### src/rtl/core/gpf_pkg.sv
`timescale 1ns / 1ps
// ---------------------------------------------------------------------------
// Grid peak finder package
// Shared constants, command and status types for controller and datapath.
// ---------------------------------------------------------------------------
package gpf_pkg;

  localparam int GridSide     = 32;
  localparam int FractionBits = 8;
  localparam int PeakSlots    = 4;
  localparam int CellCount    = GridSide * GridSide;
  localparam int CoordW       = $clog2(GridSide);
  localparam int AddrW        = $clog2(CellCount);
  localparam int SlotW        = 2;
  localparam int AmpW         = 16;
  localparam int OrdW         = 7;
  localparam int PosW         = 15;
  localparam int DiffW        = AmpW + 1;
  localparam int NumW         = DiffW + FractionBits;
  localparam int QuotW        = NumW;
  localparam int DivCycles    = NumW;

  localparam logic [OrdW-1:0] UnusableOrder  = 7'd127;
  localparam logic [AmpW-1:0] ThresholdReset = 16'd600;

  // neighbour read order used by the controller
  typedef enum logic [3:0] {
    NB_CENTRE = 4'd0,
    NB_W      = 4'd1,
    NB_NW     = 4'd2,
    NB_N      = 4'd3,
    NB_NE     = 4'd4,
    NB_E      = 4'd5,
    NB_SE     = 4'd6,
    NB_S      = 4'd7,
    NB_SW     = 4'd8
  } nb_t;

  typedef struct packed {
    logic                load_cell;   // write input cell at load address
    logic                rd_en;       // issue a store read
    nb_t                 rd_nb;       // which neighbour of scan cell
    logic                cap_centre;  // capture centre read data
    logic                cap_nb;      // compare / capture neighbour data
    nb_t                 cap_which;
    logic                scan_clear;  // reset scan position and peak table
    logic                scan_next;   // advance scan position
    logic                keep_peak;   // store centre as peak
    logic                sel_slot;    // load refinement slot
    logic [SlotW-1:0]    slot;
    logic                div_start;
    logic                div_y;       // 0: x axis, 1: y axis
    logic                res_load;    // load output register
  } gpf_cmd_t;

  typedef struct packed {
    logic load_last;    // current load is last cell
    logic scan_last;    // scan at final cell
    logic centre_ok;    // centre usable, at or above threshold, slot free
    logic is_peak;      // no neighbour larger so far
    logic div_busy;
    logic nb_valid;     // addressed neighbour lies in grid
  } gpf_sts_t;

endpackage

### src/rtl/core/gpf_ctrl.sv
`timescale 1ns / 1ps
// ---------------------------------------------------------------------------
// Grid peak finder controller
// Sequences load, window scan, slot refinement and result hand-off.
// ---------------------------------------------------------------------------
module gpf_ctrl (
  input  logic                      clk,
  input  logic                      rst,
  input  logic                      in_valid,
  output logic                      in_stall,
  output logic                      out_valid,
  input  logic                      out_stall,
  output logic                      out_last,
  output gpf_pkg::gpf_cmd_t         cmd,
  input  gpf_pkg::gpf_sts_t         sts
);

  typedef enum logic [3:0] {
    S_LOAD,
    S_RD_CENTRE,
    S_CAP_CENTRE,
    S_WINDOW,
    S_DECIDE,
    S_SLOT,
    S_RD_REF,
    S_DIV_X,
    S_DIV_Y,
    S_RESULT,
    S_EMIT
  } state_t;

  state_t                    state;
  gpf_pkg::nb_t              nb;        // neighbour being read
  gpf_pkg::nb_t              nb_cap;    // neighbour data arriving
  logic                      cap_pend;
  logic [gpf_pkg::SlotW-1:0] slot;
  logic                      div_wait;

  logic accept_in;
  assign accept_in = (state == S_LOAD) && in_valid;
  assign in_stall  = (state != S_LOAD);

  always_comb begin
    cmd            = '0;
    cmd.load_cell  = accept_in;
    cmd.scan_clear = accept_in && sts.load_last;
    cmd.rd_nb      = nb;
    cmd.cap_which  = nb_cap;
    cmd.cap_nb     = cap_pend;
    cmd.slot       = slot;
    case (state)
      S_RD_CENTRE: begin
        cmd.rd_en = 1'b1;
      end
      S_CAP_CENTRE: cmd.cap_centre = 1'b1;
      S_WINDOW:     cmd.rd_en = (nb != gpf_pkg::NB_CENTRE) && sts.nb_valid;
      S_DECIDE: begin
        cmd.keep_peak = sts.centre_ok && sts.is_peak;
        cmd.scan_next = 1'b1;
      end
      S_SLOT:       cmd.sel_slot = 1'b1;
      S_DIV_X:      cmd.div_start = !div_wait;
      S_DIV_Y: begin
        cmd.div_start = !div_wait;
        cmd.div_y     = 1'b1;
      end
      S_RESULT: begin
        cmd.res_load = !sts.div_busy && div_wait;
        cmd.div_y    = 1'b1;
      end
      default: ;
    endcase
    if (state == S_DIV_Y && !div_wait) begin
      cmd.div_y = 1'b1;
    end
  end

  // the neighbour read sequence walks W, NW, N, NE, E, SE, S, SW
  function automatic gpf_pkg::nb_t nb_succ(gpf_pkg::nb_t n);
    case (n)
      gpf_pkg::NB_CENTRE: nb_succ = gpf_pkg::NB_W;
      gpf_pkg::NB_W:      nb_succ = gpf_pkg::NB_NW;
      gpf_pkg::NB_NW:     nb_succ = gpf_pkg::NB_N;
      gpf_pkg::NB_N:      nb_succ = gpf_pkg::NB_NE;
      gpf_pkg::NB_NE:     nb_succ = gpf_pkg::NB_E;
      gpf_pkg::NB_E:      nb_succ = gpf_pkg::NB_SE;
      gpf_pkg::NB_SE:     nb_succ = gpf_pkg::NB_S;
      gpf_pkg::NB_S:      nb_succ = gpf_pkg::NB_SW;
      default:            nb_succ = gpf_pkg::NB_CENTRE;
    endcase
  endfunction

  always_ff @(posedge clk) begin
    if (rst) begin
      state     <= S_LOAD;
      nb        <= gpf_pkg::NB_CENTRE;
      nb_cap    <= gpf_pkg::NB_CENTRE;
      cap_pend  <= 1'b0;
      slot      <= '0;
      div_wait  <= 1'b0;
      out_valid <= 1'b0;
      out_last  <= 1'b0;
    end else begin
      cap_pend <= 1'b0;
      case (state)
        S_LOAD: begin
          if (accept_in && sts.load_last) begin
            state <= S_RD_CENTRE;
          end
        end
        S_RD_CENTRE: begin
          nb    <= gpf_pkg::NB_W;
          state <= S_CAP_CENTRE;
        end
        S_CAP_CENTRE: state <= S_WINDOW;
        S_WINDOW: begin
          // in scan mode a skipped off-grid read leaves its compare masked
          cap_pend <= (nb != gpf_pkg::NB_CENTRE);
          nb_cap   <= nb;
          if (nb == gpf_pkg::NB_CENTRE) begin
            state <= S_DECIDE;
          end else begin
            nb <= nb_succ(nb);
          end
        end
        S_DECIDE: begin
          if (sts.scan_last) begin
            slot  <= '0;
            state <= S_SLOT;
          end else begin
            state <= S_RD_CENTRE;
          end
        end
        S_SLOT: begin
          state <= S_RD_REF;
        end
        S_RD_REF: begin
          state <= S_DIV_X;
        end
        S_DIV_X: begin
          if (!div_wait) begin
            div_wait <= 1'b1;
          end else if (!sts.div_busy) begin
            div_wait <= 1'b0;
            state    <= S_DIV_Y;
          end
        end
        S_DIV_Y: begin
          if (!div_wait) begin
            div_wait <= 1'b1;
            state    <= S_RESULT;
          end
        end
        S_RESULT: begin
          if (!sts.div_busy) begin
            div_wait  <= 1'b0;
            out_valid <= 1'b1;
            out_last  <= (slot == gpf_pkg::SlotW'(gpf_pkg::PeakSlots - 1));
            state     <= S_EMIT;
          end
        end
        S_EMIT: begin
          if (!out_stall) begin
            out_valid <= 1'b0;
            out_last  <= 1'b0;
            if (slot == gpf_pkg::SlotW'(gpf_pkg::PeakSlots - 1)) begin
              state <= S_LOAD;
            end else begin
              slot  <= slot + 1'b1;
              state <= S_SLOT;
            end
          end
        end
        default: state <= S_LOAD;
      endcase
    end
  end

endmodule

### config.mk
export PLATFORM = sky130hd
export DESIGN_NAME = gpf_ctrl
export DESIGN_NICKNAME = d
export VERILOG_FILES = /design/src/rtl/core/gpf_pkg.sv /design/src/rtl/core/gpf_ctrl.sv
export SDC_FILE = /design/constraint.sdc
export NUM_CORES = 1
export LEC_CHECK = 0
export BUFFER_PORTS_ARGS = -buffer_cell sky130_fd_sc_hd__buf_2
export CAP_MARGIN = 20
export CORE_MARGIN = 10
export CORE_UTILIZATION = 43
export DETAILED_ROUTE_END_ITERATION = 16
export HOLD_SLACK_MARGIN = 0.03
export PLACE_DENSITY = 0.67
export SYNTH_ARGS = -nofsm -noshare
export SYNTH_HDL_FRONTEND = slang
export SYNTH_SLANG_ARGS = --single-unit
### constraint.sdc
create_clock -name clk -period 2.6 [get_ports clk]
set_input_delay 0.52 -clock clk [delete_from_list [all_inputs] [get_ports clk]]
set_output_delay 0.52 -clock clk [all_outputs]
set_load 0.02 [all_outputs]
==> impl_results.md <==
* Status: finished clean
* Row cnt at 19
* DRT Pass-1 Iters at 4
* Data required time of the worst path at 2.08 ns
* CP Capture Type: output port
* Post-synth EDFFs at 0
* Final Hold Vio Count at 0
* Number of remaining DRC errors at 0
* Core Footprint at 2780 um^2
* Num CTS Buffers at 3
* Netlist cell types at 48
* Largest net degree at the start of global routing at 23
* Crit Path Category: reg2out
* Vias per inst at 5.81
* Initial antenna violation count at 0
* Peak VDD IR at 577 uV
* Post-CTS Resized at 0
* RSZ-0062 raised after global routing: false
* CP Data Arrival Time at 1.77 ns
* Setup Fix Bufs, Post-CTS at 0
* Setup Viol. Count Final at 0
* Critical register-to-register path startpoint: state[1]
* PD cells at 799 nW/um^2
* Layout Skew at 0.0134 ns
* GRT Total Usage at 0.115
* Total inserted antenna cells at 0
* CTS max path bufs at 2
* Synth async-reset ratio at 0
* Clock root buffer: clkbuf_4
* Wire length per cell at 14.7 um
* Top FF cell, synth: dfxtp_1
* # fillers at 273
* Pleak at 0.623 nW
* Synthesized area at 1260 um^2
* Sink Count at 22
* Hold_buf cts at 0
* Final min period at 2.29 ns
* Cells after Synth at 156
* Clk Latency, worst-skew pair at 0.32 ns
* Synth Net Count at 168
* R2R setup slack at 0.47 ns
* Die height at 74.2 um
* ANT nets after route at 0
* Worst Setup EP: cmd[19]
* Tcrit/Tclk final at 0.880
* CTS tree: yes
* Vias in the first global route at 1,120
* Seq/Total Area, Yosys at 0.349
* I/O pins at 34
* Yosys reg bits at 22
* Pin slew with the least headroom to its limit at 0.604 ns
* Type of the tightest min-delay check: reg2reg
* Total negative slack at 0 ns
* RePlAce Congestion at 0.844
* Routed wire length at 3140 um
* Fin nets at 195
* Initial DRC count at 63
* CP Max Fanout at 22
* H-tree depth at 1
* Vias at 1,238
* Max-slew violation count at 0
* Share of layout cells above drive strength 1 at 0.264
* GRT Residual Overflow at 0
* Area of the die at 5510 um^2
* Startpoint Class: register
* Area Growth Syn to Fin at 17.6%
* Die Wd at 74.2 um
* Setup crit start: state[1]
* Max Clock Freq at 437 MHz
* Detailed Place HPWL at 2380 um
* Reg2Reg Depth at 6
* Clock transition at path regs at 0.13 ns
* Port buffer count at 33
* Post-DP Area at 1430 um^2
* First-pass GRT wire length at 5250 um
* Final instance area at 1490 um^2
* Initial Util at 0.454
* Rel. slew slack at 0.587
* Mapped Avg Cell Area at 8.10 um^2
* Max Cap Viol at 0
* Synth warn at 0
## critical path, cell delays in order (launching register included)
cell and delay [ns]:
dfxtp_1 0.37, buf_4 0.24, nor4bb_1 0.29, buf_4 0.21, nand3_1 0.09, nand2_1 0.09, buf_2 0.17
## through the flow
step           total power, mW  utilization  worst slack [ns]  instances  hold slack [ns]
2_1_floorplan            0.808            -             0.497        156            0.453
5_1_grt                   1.26        0.534             0.192        213            0.490
3_5_place_dp             0.929        0.516             0.491        209            0.445
6_report                  1.19        0.534             0.312        213            0.460
3_3_place_gp             0.922        0.516             0.571        209            0.449
4_1_cts                   1.19        0.534             0.302        213            0.463
## layer usage
metal | part of all wire | wire length (um) | track usage | vias to the layer above
li1 | - | - | - | 625
met1 | 0.43 | 1340 | 0.140 | 585
met2 | 0.50 | 1580 | 0.196 | 24
met3 | 0.063 | 197 | 0.0359 | 4
met4 | 0.0067 | 21 | 0.0244 | 0
met5 | 0 | 0 | 0 | -
## cell usage in the layout (no fill, tap or decap), types with 2 or more instances in the layout
master,instances
buf_2,33
dfxtp_1,22
a21oi_1,15
nand2_1,14
nor2_1,8
inv_1,7
nand3_1,7
nand2b_1,7
o21ai_0,5
buf_4,5
nor4bb_1,3
nand4_1,3
o31ai_1,3
clkbuf_4,3
nor4_1,2
or4bb_1,2
nor3_1,2
or4_1,2
or2_2,2
and2_1,2
nand4bb_1,2
o22ai_1,2
nand3b_1,2
xnor2_1,2
a31oi_1,2
ha_1,2
## Yosys cell counts (2+ instances only)
cell | number | share of area
a21oi_1 | 15 | 0.059
a31oi_1 | 2 | 0.0099
and2_1 | 2 | 0.0099
buf_2 | 3 | 0.012
buf_4 | 2 | 0.012
clkbuf_1 | 11 | 0.033
dfxtp_1 | 22 | 0.35
ha_1 | 2 | 0.020
inv_1 | 7 | 0.021
nand2_1 | 14 | 0.042
nand2b_1 | 7 | 0.035
nand3_1 | 7 | 0.028
nand3b_1 | 2 | 0.012
nand4_1 | 3 | 0.015
nand4bb_1 | 2 | 0.018
nor2_1 | 8 | 0.024
nor3_1 | 2 | 0.0079
nor4_1 | 2 | 0.0099
nor4bb_1 | 3 | 0.024
o21ai_0 | 5 | 0.020
o22ai_1 | 2 | 0.0099
o31ai_1 | 3 | 0.018
or2_2 | 2 | 0.0099
or4_1 | 2 | 0.012
or4bb_1 | 2 | 0.018
xnor2_1 | 2 | 0.014
## worst min-delay path by stage
stage / slack, ns / cells after the start / from / endpoint
after CTS: 0.46 / 2 / nb_cap[3] / nb_cap[3]
final: 0.46 / 2 / nb_cap[0] / nb_cap[0]
after detailed placement: 0.45 / 2 / nb_cap[3] / nb_cap[3]
after global routing: 0.49 / 2 / nb_cap[0] / nb_cap[0]
after global placement: 0.45 / 2 / nb_cap[2] / nb_cap[2]
after floorplan: 0.45 / 2 / register / nb[3]
## final cells by class
type | instances | area (um^2) | area share
Multi-Input combinational cell | 111 | 726 | 0.488
Sequential cell | 22 | 440 | 0.296
Inverter | 7 | 26.3 | 0.0177
Tap cell | 31 | 38.8 | 0.0261
Clock inverter | 1 | 30.0 | 0.0202
Timing Repair Buffer | 38 | 203 | 0.136
Clock buffer | 3 | 22.5 | 0.0152
## cells by family after synthesis
logic type / count (synthesis) / share of synthesized area
compound gates: 41 / 0.223
xor+xnor: 2 / 0.0139
fa+ha+maj: 2 / 0.0198
buf+inv: 23 / 0.0772
flops: 22 / 0.349
mux: 1 / 0.00891
simple gates: 65 / 0.309
## power breakdown
| group | switching, mW | total (mW) | internal (mW) |
|---|---|---|---|
| clock | 0.109 | 0.265 | 0.156 |
| combinational | 0.330 | 0.523 | 0.192 |
| sequential | 0.0245 | 0.400 | 0.375 |
No activity file was read; power rests on OpenSTA's default activity.
